File: src/hdl/rcfp_pkg.sv
// Shared types and constants of the RC frame parser and scaler.
`timescale 1ns / 1ps
package rcfp_pkg;

	// Configuration port
	localparam int CfgIdxW  = 1;
	localparam int CfgDataW = 8;
	localparam logic [CfgIdxW-1:0] CfgStartMarker = 1'b0;
	localparam logic [CfgIdxW-1:0] CfgEndMarker   = 1'b1;

	localparam logic [7:0] StartMarkerRst = 8'h66;
	localparam logic [7:0] EndMarkerRst   = 8'h99;

	localparam logic [2:0] PayloadLen = 3'd5;

	localparam int QueueDepth = 2;

	// roll/pitch: floor((RpOffset + b*RpGain) / 96), done as >>5 then /3
	localparam logic [17:0] RpOffset = 18'd64000;
	localparam logic [9:0]  RpGain   = 10'd625;
	localparam logic [15:0] RpRecip3 = 16'd43691;  // ceil(2^17 / 3)
	// yaw: floor((YawOffset + b*YawGain) / 203)
	localparam logic [18:0] YawOffset = 19'd202100;
	localparam logic [9:0]  YawGain   = 10'd800;
	localparam logic [19:0] YawRecip  = 20'd661172; // ceil(2^27 / 203)
	// thrust: 1000 + floor(b*256000 / 65535)
	localparam logic [17:0] ThrGain   = 18'd256000;
	localparam logic [16:0] ThrDiv    = 17'd65535;
	localparam logic [10:0] ThrOffset = 11'd1000;

	typedef struct packed {
		logic [7:0] roll;
		logic [7:0] pitch;
		logic [7:0] thrust;
		logic [7:0] yaw;
	} raw_frame_t;

endpackage

File: src/hdl/rcfp_if.sv
// Handshake channels: received bytes in, scaled servo commands out.
`timescale 1ns / 1ps
interface rcfp_byte_if;
	logic       valid;
	logic       ready;
	logic [7:0] rx_byte;

	modport source (output valid, output rx_byte, input ready);
	modport sink (input valid, input rx_byte, output ready);
endinterface

interface rcfp_servo_if;
	logic        valid;
	logic        ready;
	logic [11:0] roll_us;
	logic [11:0] pitch_us;
	logic [10:0] yaw_us;
	logic [10:0] thrust_us;

	modport source (output valid, output roll_us, output pitch_us, output yaw_us,
		output thrust_us, input ready);
	modport sink (input valid, input roll_us, input pitch_us, input yaw_us,
		input thrust_us, output ready);
endinterface

File: src/hdl/rcfp_front.sv
// Byte-level frame parser: markers, payload capture, XOR checksum.
`timescale 1ns / 1ps
module rcfp_front (
	input  logic                           clk,
	input  logic                           arst_n,
	rcfp_byte_if.sink                      rx,
	input  logic                           cfg_wr_en,
	input  logic [rcfp_pkg::CfgIdxW-1:0]   cfg_index,
	input  logic [rcfp_pkg::CfgDataW-1:0]  cfg_wdata,
	input  logic                           q_full,
	output logic                           push,
	output rcfp_pkg::raw_frame_t           push_data
);

	typedef enum logic [1:0] {
		PH_HUNT,
		PH_DATA,
		PH_CHK,
		PH_END
	} phase_t;

	phase_t     phase_q;
	logic [2:0] pos_q;
	logic [7:0] xor_q;
	logic [7:0] store_q [4];
	logic [7:0] start_q;
	logic [7:0] end_q;
	logic       xfer;

	// Only the end byte needs room in the queue
	assign rx.ready = (phase_q != PH_END) || !q_full;
	assign xfer     = rx.valid && rx.ready;
	assign push     = xfer && (phase_q == PH_END) && (rx.rx_byte == end_q);

	assign push_data.roll   = store_q[0];
	assign push_data.pitch  = store_q[1];
	assign push_data.thrust = store_q[2];
	assign push_data.yaw    = store_q[3];

	always_ff @(posedge clk or negedge arst_n) begin
		if (!arst_n) begin
			start_q <= rcfp_pkg::StartMarkerRst;
			end_q   <= rcfp_pkg::EndMarkerRst;
		end else if (cfg_wr_en) begin
			unique case (cfg_index)
				rcfp_pkg::CfgStartMarker: start_q <= cfg_wdata;
				rcfp_pkg::CfgEndMarker:   end_q   <= cfg_wdata;
				default: ;
			endcase
		end
	end

	always_ff @(posedge clk or negedge arst_n) begin
		if (!arst_n) begin
			phase_q <= PH_HUNT;
			pos_q   <= 3'd0;
			xor_q   <= 8'd0;
		end else if (xfer) begin
			unique case (phase_q)
				PH_HUNT: begin
					if (rx.rx_byte == start_q) begin
						pos_q   <= 3'd0;
						xor_q   <= 8'd0;
						phase_q <= PH_DATA;
					end
				end
				PH_DATA: begin
					xor_q <= xor_q ^ rx.rx_byte;
					pos_q <= pos_q + 3'd1;
					if (pos_q >= rcfp_pkg::PayloadLen - 3'd1) begin
						phase_q <= PH_CHK;
					end
				end
				PH_CHK: begin
					phase_q <= (rx.rx_byte == xor_q) ? PH_END : PH_HUNT;
				end
				PH_END: begin
					phase_q <= PH_HUNT;
				end
				default: phase_q <= PH_HUNT;
			endcase
		end
	end

	// Capture roll, pitch, thrust, yaw; the command byte only feeds the checksum
	always_ff @(posedge clk) begin
		if (xfer && (phase_q == PH_DATA) && !pos_q[2]) begin
			store_q[pos_q[1:0]] <= rx.rx_byte;
		end
	end

endmodule

File: src/hdl/rcfp_queue.sv
// Small register queue of checked frames between parser and scaler.
`timescale 1ns / 1ps
module rcfp_queue #(
	parameter int DEPTH = rcfp_pkg::QueueDepth
) (
	input  logic                 clk,
	input  logic                 arst_n,
	input  logic                 push,
	input  rcfp_pkg::raw_frame_t push_data,
	output logic                 full,
	input  logic                 pop,
	output rcfp_pkg::raw_frame_t head,
	output logic                 empty
);

	localparam int PtrW = (DEPTH > 1) ? $clog2(DEPTH) : 1;
	localparam int CntW = $clog2(DEPTH + 1);
	localparam logic [PtrW-1:0] LastPtr = PtrW'(DEPTH - 1);
	localparam logic [CntW-1:0] FullCnt = CntW'(DEPTH);

	rcfp_pkg::raw_frame_t entry_q [DEPTH];
	logic [PtrW-1:0]      wr_ptr_q;
	logic [PtrW-1:0]      rd_ptr_q;
	logic [CntW-1:0]      cnt_q;
	logic                 do_push;
	logic                 do_pop;

	assign full    = (cnt_q == FullCnt);
	assign empty   = (cnt_q == '0);
	assign head    = entry_q[rd_ptr_q];
	assign do_push = push && !full;
	assign do_pop  = pop && !empty;

	always_ff @(posedge clk or negedge arst_n) begin
		if (!arst_n) begin
			wr_ptr_q <= '0;
			rd_ptr_q <= '0;
			cnt_q    <= '0;
		end else begin
			if (do_push) begin
				wr_ptr_q <= (wr_ptr_q == LastPtr) ? '0 : wr_ptr_q + PtrW'(1);
			end
			if (do_pop) begin
				rd_ptr_q <= (rd_ptr_q == LastPtr) ? '0 : rd_ptr_q + PtrW'(1);
			end
			if (do_push && !do_pop) begin
				cnt_q <= cnt_q + CntW'(1);
			end else if (do_pop && !do_push) begin
				cnt_q <= cnt_q - CntW'(1);
			end
		end
	end

	always_ff @(posedge clk) begin
		if (do_push) begin
			entry_q[wr_ptr_q] <= push_data;
		end
	end

endmodule

File: src/hdl/rcfp_back.sv
// Scaling pipeline: raw payload bytes to pulse-width commands.
`timescale 1ns / 1ps
module rcfp_back (
	input  logic                 clk,
	input  logic                 arst_n,
	input  logic                 q_empty,
	input  rcfp_pkg::raw_frame_t q_head,
	output logic                 pop,
	rcfp_servo_if.source         servo
);

	// Stage 1: affine numerators
	logic        v_s1;
	logic [17:0] roll_s1;
	logic [17:0] pitch_s1;
	logic [18:0] yaw_s1;
	logic [25:0] thr_s1;
	// Stage 2: reciprocal products, thrust finished
	logic        v_s2;
	logic [28:0] roll_s2;
	logic [28:0] pitch_s2;
	logic [37:0] yaw_s2;
	logic [10:0] thr_s2;
	// Output register
	logic        out_v_q;
	logic [11:0] roll_q;
	logic [11:0] pitch_q;
	logic [10:0] yaw_q;
	logic [10:0] thr_q;

	logic        advance;
	logic [9:0]  thr_quo;
	logic [16:0] thr_rem;
	logic [9:0]  thr_fix;

	// Whole pipeline moves together; output register is the last stage
	assign advance = !out_v_q || servo.ready;
	assign pop     = advance && !q_empty;

	// floor(y/65535) from y>>16 plus one compare-and-correct
	assign thr_quo = thr_s1[25:16];
	assign thr_rem = {1'b0, thr_s1[15:0]} + {7'd0, thr_quo};
	assign thr_fix = (thr_rem >= rcfp_pkg::ThrDiv) ? thr_quo + 10'd1 : thr_quo;

	always_ff @(posedge clk or negedge arst_n) begin
		if (!arst_n) begin
			v_s1    <= 1'b0;
			v_s2    <= 1'b0;
			out_v_q <= 1'b0;
		end else if (advance) begin
			v_s1    <= !q_empty;
			v_s2    <= v_s1;
			out_v_q <= v_s2;
		end
	end

	always_ff @(posedge clk) begin
		if (advance) begin
			roll_s1  <= rcfp_pkg::RpOffset + 18'(q_head.roll * rcfp_pkg::RpGain);
			pitch_s1 <= rcfp_pkg::RpOffset + 18'(q_head.pitch * rcfp_pkg::RpGain);
			yaw_s1   <= rcfp_pkg::YawOffset + 19'(q_head.yaw * rcfp_pkg::YawGain);
			thr_s1   <= 26'(q_head.thrust * rcfp_pkg::ThrGain);

			roll_s2  <= 29'(roll_s1[17:5] * rcfp_pkg::RpRecip3);
			pitch_s2 <= 29'(pitch_s1[17:5] * rcfp_pkg::RpRecip3);
			yaw_s2   <= 38'(yaw_s1 * rcfp_pkg::YawRecip);
			thr_s2   <= rcfp_pkg::ThrOffset + {1'b0, thr_fix};

			roll_q   <= roll_s2[28:17];
			pitch_q  <= pitch_s2[28:17];
			yaw_q    <= yaw_s2[37:27];
			thr_q    <= thr_s2;
		end
	end

	assign servo.valid     = out_v_q;
	assign servo.roll_us   = roll_q;
	assign servo.pitch_us  = pitch_q;
	assign servo.yaw_us    = yaw_q;
	assign servo.thrust_us = thr_q;

endmodule

File: src/hdl/rc_frame_parser_scaler_unit.sv
// Top level of the RC frame parser and scaler.
//
//  port    | dir | carries                                   | transfer when
//  rx      | in  | rx_byte, one serial byte                  | rx.valid && rx.ready
//  servo   | out | roll_us, pitch_us, yaw_us, thrust_us      | servo.valid && servo.ready
//  cfg_*   | in  | cfg_index 0 start marker, 1 end marker    | cfg_wr_en
//
// One byte is taken per cycle while rx.ready is high. A good frame shows on servo
// after its end byte passes the queue, two scaling stages and output register.
// Reset clears the parser to hunting, the queue to empty and the markers to 0x66/0x99.
// A stalled servo side holds the scaling pipeline; the frame queue (QUEUE_DEPTH
// entries) absorbs further frames, and rx.ready drops only on an end byte with
// the queue full.
`timescale 1ns / 1ps
module rc_frame_parser_scaler_unit #(
	parameter int QUEUE_DEPTH = rcfp_pkg::QueueDepth
) (
	input  logic                           clk,
	input  logic                           arst_n,
	rcfp_byte_if.sink                      rx,
	rcfp_servo_if.source                   servo,
	input  logic                           cfg_wr_en,
	input  logic [rcfp_pkg::CfgIdxW-1:0]   cfg_index,
	input  logic [rcfp_pkg::CfgDataW-1:0]  cfg_wdata
);

	logic                 push;
	logic                 pop;
	logic                 q_full;
	logic                 q_empty;
	rcfp_pkg::raw_frame_t push_data;
	rcfp_pkg::raw_frame_t q_head;

	rcfp_front u_front (
		.clk       (clk),
		.arst_n    (arst_n),
		.rx        (rx),
		.cfg_wr_en (cfg_wr_en),
		.cfg_index (cfg_index),
		.cfg_wdata (cfg_wdata),
		.q_full    (q_full),
		.push      (push),
		.push_data (push_data)
	);

	rcfp_queue #(
		.DEPTH (QUEUE_DEPTH)
	) u_queue (
		.clk       (clk),
		.arst_n    (arst_n),
		.push      (push),
		.push_data (push_data),
		.full      (q_full),
		.pop       (pop),
		.head      (q_head),
		.empty     (q_empty)
	);

	rcfp_back u_back (
		.clk     (clk),
		.arst_n  (arst_n),
		.q_empty (q_empty),
		.q_head  (q_head),
		.pop     (pop),
		.servo   (servo)
	);

endmodule

File: src/flat_wrapper.sv
// flat-port wrapper written by rule: the top's interface ports become plain ports
module rc_frame_parser_scaler_unit_flat 
#(
	parameter int QUEUE_DEPTH = rcfp_pkg::QueueDepth
)
  (clk, arst_n, cfg_wr_en, cfg_index, cfg_wdata, rx_valid, rx_rx_byte, rx_ready, servo_valid, servo_roll_us, servo_pitch_us, servo_yaw_us, servo_thrust_us, servo_ready);
  rcfp_byte_if rx_i ();
  rcfp_servo_if servo_i ();
  input  logic clk;
  input  logic arst_n;
  input  logic cfg_wr_en;
  input  logic [rcfp_pkg::CfgIdxW-1:0] cfg_index;
  input  logic [rcfp_pkg::CfgDataW-1:0] cfg_wdata;
  input wire logic [$bits(rx_i.valid)-1:0] rx_valid;
  input wire logic [$bits(rx_i.rx_byte)-1:0] rx_rx_byte;
  output wire logic [$bits(rx_i.ready)-1:0] rx_ready;
  output wire logic [$bits(servo_i.valid)-1:0] servo_valid;
  output wire logic [$bits(servo_i.roll_us)-1:0] servo_roll_us;
  output wire logic [$bits(servo_i.pitch_us)-1:0] servo_pitch_us;
  output wire logic [$bits(servo_i.yaw_us)-1:0] servo_yaw_us;
  output wire logic [$bits(servo_i.thrust_us)-1:0] servo_thrust_us;
  input wire logic [$bits(servo_i.ready)-1:0] servo_ready;
  assign rx_i.valid = rx_valid;
  assign rx_i.rx_byte = rx_rx_byte;
  assign rx_ready = rx_i.ready;
  assign servo_valid = servo_i.valid;
  assign servo_roll_us = servo_i.roll_us;
  assign servo_pitch_us = servo_i.pitch_us;
  assign servo_yaw_us = servo_i.yaw_us;
  assign servo_thrust_us = servo_i.thrust_us;
  assign servo_i.ready = servo_ready;
  rc_frame_parser_scaler_unit #(.QUEUE_DEPTH(QUEUE_DEPTH)) u_core (.clk(clk), .arst_n(arst_n), .rx(rx_i), .servo(servo_i), .cfg_wr_en(cfg_wr_en), .cfg_index(cfg_index), .cfg_wdata(cfg_wdata));
endmodule
File: config.mk
export PLATFORM = sky130hd
export DESIGN_NAME = rc_frame_parser_scaler_unit_flat
export DESIGN_NICKNAME = d
export VERILOG_FILES = /design/src/hdl/rcfp_pkg.sv /design/src/hdl/rcfp_if.sv /design/src/hdl/rcfp_front.sv /design/src/hdl/rcfp_queue.sv /design/src/hdl/rcfp_back.sv /design/src/hdl/rc_frame_parser_scaler_unit.sv /design/src/flat_wrapper.sv
export SDC_FILE = /design/constraint.sdc
export NUM_CORES = 1
export LEC_CHECK = 0
export BUFFER_PORTS_ARGS = -buffer_cell sky130_fd_sc_hd__buf_2
export CAP_MARGIN = 30
export CORE_MARGIN = 4
export CORE_UTILIZATION = 58
export DETAILED_ROUTE_END_ITERATION = 10
export PLACE_DENSITY = 0.77
export SLEW_MARGIN = 0
export SYNTH_ARGS = -nofsm -noshare
export SYNTH_HDL_FRONTEND = slang
export SYNTH_SLANG_ARGS = --single-unit
File: constraint.sdc
create_clock -name clk -period 5.7 [get_ports clk]
set_clock_uncertainty 0.15 [all_clocks]
set_input_delay 0.57 -clock clk [delete_from_list [all_inputs] [get_ports clk]]
set_output_delay 0.57 -clock clk [all_outputs]
set_load 0.1 [all_outputs]
# Word level (Yosys, flattened, before mapping)
# Memories as Yosys holds them, arrays and structs flattened.
# Index checks and enable logic that the tools add are counted.
[word_totals]
regBits = 257
ram_bits = 96
input_bits = 22
out_inout_bits = 48
mem_count = 2
[mem_list]
columns = ["memory", "words", "width", "read_ports", "rd_ports_with_merged_regs", "wr", "line", "rtl"]
rows = [
  ["u_core.u_queue.entry_q", 2, 32, 1, 0, 1, "rcfp_queue.sv:21", "rcfp_pkg::raw_frame_t entry_q [DEPTH];"],
  ["u_core.u_front.store_q", 4, 8, 4, 0, 1, "rcfp_front.sv:25", "logic [7:0] store_q [4];"],
]
[classes]
n_addsub = 11
mul = 7
order_cmp = 2
n_eq_ne = 10
n_mux = 17
bitwise = 2
reduce_logical = 26
[ops]
columns = ["op", "n"]
rows = [
  ["multiplier 13 x 16 -> 29 bit (second input constant)", 2],
  ["adder 16 x 18 -> 18 bit (first input constant)", 2],
  ["multiplier 19 x 18 -> 36 bit (second input constant)", 1],
  ["multiplier 8 x 10 -> 18 bit (second input constant)", 2],
  ["== test 8 bit", 3],
  ["adder 18 x 18 -> 19 bit (first input constant)", 1],
  ["adder 16 x 10 -> 17 bit", 1],
  [">= comparator 17 x 16 -> 1 bit (second input constant)", 1],
  ["case mux 8 bit (2 select lines)", 1],
  ["multiplier 8 x 7 -> 15 bit (second input constant)", 1],
  ["multiplier 8 x 5 -> 13 bit (second input constant)", 1],
  ["adder 10 x 10 -> 11 bit (first input constant)", 1],
  ["adder 10 x 1 -> 10 bit (second input constant)", 1],
  ["logical AND 1 bit", 10],
  ["two-way mux 10 bit", 1],
  ["two-way mux 2 bit", 5],
  ["two-way mux 8 bit", 1],
  ["case mux 2 bit (4 select lines)", 1],
  ["bitwise XOR 8 bit", 1],
  ["== test 2 bit (second input constant)", 3],
  ["zero test 1 bit", 6],
  ["two-way mux 1 bit", 6],
  ["!= test 2 bit (second input constant)", 3],
  ["case mux 3 bit (2 select lines)", 1],
  ["other kinds (13)", 19],
]

# Depth between registers and ports, before layout
[depth]
depth_word = 11
depth_mapped = 22

# Hierarchy
# A second synthesis with hierarchy kept.
[hier_totals]
hier_cells = 1993
area_unflattened_um2 = 24093.1
[modules_own_cells]
columns = ["mod", "instances", "cells_per_inst", "area_per_inst_um2", "seq_area_each_um2"]
rows = [
  ["rcfp_back", 1, 1700, 18836.8, 4339.2],
  ["rcfp_queue", 1, 119, 2658.8, 2021.9],
  ["rcfp_front", 1, 174, 2597.5, 1696.6],
]

# Least setup slack after synthesis
# Ideal clock, no wire load.
[synth_path]
kind = "flip-flop to flip-flop"
from = "register u_core.u_back.out_v_q, in the netlist u_core.u_back.servo.valid"
to = "register u_core.u_queue.cnt_q[1]"
arrival_time_ns = 5.916
required_ns = 5.470
setup_slack_ns = -0.446
path_stages_with_launch = 6
synth_period_minus_slack_ns = 6.146
path_cell_list = "dfrtp_1 > nand2b_1 > o21ai_0 > ha_1 > nor2_1 > xnor2_1"
[synth_between]
elab_chain_len = 7
word_cells_on_any_way = 9
[synth_rtl]
columns = ["item", "line", "rtl"]
rows = [
  ["start, declared", "rcfp_back.sv:25", "logic out_v_q;"],
  ["start signal, assigned", "rcfp_back.sv:53", "out_v_q <= v_s2;"],
  ["zero test 1 bit (*)", "rcfp_back.sv:37", "assign advance = !out_v_q || servo.ready;"],
  ["logical OR 1 bit (*)", "rcfp_back.sv:37", ""],
  ["logical AND 1 bit (*)", "rcfp_back.sv:38", "assign pop = advance && !q_empty;"],
  ["logical AND 1 bit (*)", "rcfp_queue.sv:32", "assign do_pop = pop && !empty;"],
  ["zero test 1 bit", "rcfp_queue.sv:46", "if (do_push && !do_pop) begin"],
  ["logical AND 1 bit", "rcfp_queue.sv:46", ""],
  ["two-way mux 2 bit / nonzero test 2 bit (equally long branches)", "--", ""],
  ["end signal, assigned", "rcfp_queue.sv:47", "cnt_q <= cnt_q + CntW'(1);"],
  ["end signal, assigned", "rcfp_queue.sv:49", "cnt_q <= cnt_q - CntW'(1);"],
  ["end, declared", "rcfp_queue.sv:24", "logic [CntW-1:0] cnt_q;"],
]
# Mark *: on every way between the ends. The rest lies on a longest branch, timed or not.
# A chain may end at the register's enable or synchronous reset.

# Worst setup path in the final report
[layout_path]
from = "register u_core.u_back.yaw_s1[13]"
to = "register u_core.u_back.yaw_s2[34] (data pin)"
[layout_between]
elab_chain_len = 1
[layout_rtl]
columns = ["item", "line", "rtl"]
rows = [
  ["start, declared", "rcfp_back.sv:16", "logic [18:0] yaw_s1;"],
  ["start signal, assigned", "rcfp_back.sv:61", "yaw_s1 <= rcfp_pkg::YawOffset + 19'(q_head.yaw * rcfp_pkg::YawGain);"],
  ["multiplier 19 x 18 -> 36 bit", "rcfp_back.sv:66", "yaw_s2 <= 38'(yaw_s1 * rcfp_pkg::YawRecip);"],
  ["end signal, assigned", "rcfp_back.sv:66", ""],
  ["end, declared", "rcfp_back.sv:22", "logic [37:0] yaw_s2;"],
]
# Every way passes these cells.

==> metrics.cfg <==
[outcome]
status=complete, no violations

[setup_path]
arrival_ps=5790
crit_required_ps=5880
crit_type=register to register
startpoint_type=register
crit_fanout=4
end_kind=register

[global_routing]
grt_use_total_pct=19.33
grt_max_degree=64
grt_pass1_wl_um=70880
overflow=0
grt_antenna_before_repair=0
grt_pass1_vias=15170

[synthesis]
synth_edf_count=238
ys.flop_type=edfxtp_1
ys_seq_elements=274
synth_top_area_cell=edfxtp_1
synth_common_cells=494 x inv_1, 445 x ha_1, 238 x edfxtp_1
syn_inst=1985
syn_area_per_cell_sq_um=11.91
synth_async_sr_flop_share_pct=13.14
synth_top_area_share_pct=30.22
synthDistinctLibCells=62
yosys-top-cells-area=edfxtp_1 30%, ha_1 24%, fa_1 19%, inv_1 7.8%, xnor2_1 3.1%
syn_area_sq_um=23650
yosysWarnings=0
synth_nets=2674
yosysMostFrequentCell=inv_1
ys_seq_area_share_pct=34.07

[routing]
ant_nets=0
vias=13880
first_pass_iters=4
drc=0
drt_iter0_drc=512
drt_wl_total_um=41220
routed_via_density=5.134
wire_per_inst_um=15.24

[place]
placedCellCount=2633
place_hpwl_um=33340
port_buffers=69
post-place-ws_ps=-125.7
place.gp.congestion=0.8773

[timing]
post-route-min-period_ps=5612
fin_ws_ps=87.89
setup_viol=0
rsz0062_at_grt=true
hold-worst-slack_ps=106.5
hold_viol=0
relSlewSlack_pct=31.84
fmax_ghz=0.1782
slew_violations=0
period_share_pct=98.46
worst_pin_slew_ps=1020

[clock_tree]
cts_tree=built
clk_latency_ps=580
cts_sinks=274
clk_pin_slew_ps=70
cts_buffer_depth=3
h-tree-depth=1
cts_root_buf=clkbuf_16
cts_buffers=29

[floorplan]
die_w_um=209.9
dieArea_sq_um=44070
initial_core_util_pct=59.11
die_height_um=209.9
pin_count=70
coreArea_sq_um=40010
row_count=73

[run]
cap_violations=0

[layout]
fin_cells=2704
drive_above_1_share_pct=14.69
area_delta_synth_final_pct=13.00
final_util_pct=66.79
layout.nets=2845
fill_cells=2857
antenna_cells=0

[min_path]
hold_path_class=input pin to register

-- layout by cell type, fill, tap and decap left out, drive strengths merged, types with 32 or more instances in the layout --
| cell | netlist | routed |
|---|---|---|
| inv | 494 | 498 |
| ha | 445 | 445 |
| edfxtp | 238 | 238 |
| fa | 222 | 222 |
| buf | 2 | 148 |
| xnor2 | 83 | 83 |
| nor2 | 61 | 61 |
| a21oi | 57 | 57 |
| nand2 | 49 | 49 |
| o21ai | 46 | 46 |
| xor2 | 37 | 37 |
| clkbuf | 7 | 32 |
-- final timing paths --
path | from | endpoint | slack [ps] | depth (start not counted)
setup / recovery | u_core.u_back.yaw_s1[13]$_DFFE_PN_ | u_core.u_back.yaw_s2[34]$_DFFE_PN_ | 90 | 20
hold / removal | cfg_wdata[0] | u_core.u_front.end_q[0]$_DFFE_PN1P_ | 110 | 2
setup reg to reg | u_core.u_back.yaw_s1[13]$_DFFE_PN_ | u_core.u_back.yaw_s2[34]$_DFFE_PN_ | 90 | 20
hold reg to reg | u_core.u_back.roll_s2[18]$_DFFE_PN_ | u_core.u_back.servo.roll_us[1]$_DFFE_PN_ | 260 | 0
max in group asynchronous | arst_n | u_core.u_queue.rd_ptr_q$_DFFE_PN0P_ | 4370 | 2
min in group asynchronous | arst_n | u_core.u_front.start_q[7]$_DFFE_PN0P_ | 480 | 2
-- state kept, by name, summed over array words and instances (netlist names), 3 cells and up --
register and cells:
u_core.u_back.thr_s2 11, u_core.u_back.pitch_s2 12, u_core.u_back.pitch_s1 13, u_core.u_back.servo.pitch_us 12
u_core.u_back.yaw_s1 14, u_core.u_back.roll_s1 13, u_core.u_back.servo.yaw_us 11, u_core.u_front.end_q 8
u_core.u_front.store_q 32, u_core.u_front.pos_q 3, u_core.u_back.servo.thrust_us 11, u_core.u_front.xor_q 8
u_core.u_back.roll_s2 12, u_core.u_front.start_q 8, u_core.u_back.yaw_s2 11, u_core.u_back.thr_s1 10
u_core.u_queue.entry_q 64, u_core.u_back.servo.roll_us 12
-- through the flow --
step / setup TNS (ps) / instance area [sq um]
final: 0 / 26720
after global placement: -17.10 / 25080
after detailed placement: -310.2 / 25100
after CTS: 0 / 26270
after global routing: -173.6 / 26720
after floorplan: 0 / 23670
-- critical path, stage by stage, from the launching register on --
cell and delay (ps):
edfxtp_1 510, buf_6 180, ha_4 230, buf_4 160
fa_1 480, fa_1 520, inv_1 50, fa_1 480
fa_1 560, inv_1 40, ha_1 320, a21oi_1 170
o21ai_0 90, o32a_1 320, o41ai_2 300, buf_4 180
o21ai_2 70, buf_4 150, o21a_1 210, nor2_2 140
xnor2_1 70
-- cell type report --
class | instances | area, sq um | share of cell area, %
Multi-Input combinational cell | 1208 | 14140 | 52.91
Sequential cell | 274 | 8059 | 30.16
Inverter | 494 | 1854 | 6.939
Timing Repair Buffer | 149 | 957.2 | 3.582
Clock buffer | 32 | 747.0 | 2.795
Tap cell | 525 | 656.9 | 2.458
Clock inverter | 22 | 309.0 | 1.157
-- kinds of logic (layout without fill, tap and decap cells) --
kind of cell	after synthesis	count (layout)	synth area share, %
AOI/OAI and AO/OA	181	181	4.963
xor gates and xnor gates	120	120	4.444
adders and majority gates	667	667	42.34
buffers and inverters	503	697	8.016
DFF	274	274	34.07
muxes	49	49	2.249
and+or+nand+nor	191	191	3.915
-- repair_timing --
item,CTS,global route
endpoints found under the hold margin,28,0
endpoints found under the setup margin,6,17
hold buffers,1,0
pin swaps,6,40
setup buffers,3,12
gates resized for setup,15,63
-- routing by layer --
layer | wire [um] | track usage, %
met2 | 21500 | 35.39
met1 | 17740 | 24.82
met5 | 0 | 0
met4 | 723 | 4.005
met3 | 1263 | 2.496
Power is left out: the tool's default activity adds up to more than one toggle a clock period on the data nets, which glitch-free logic cannot reach.
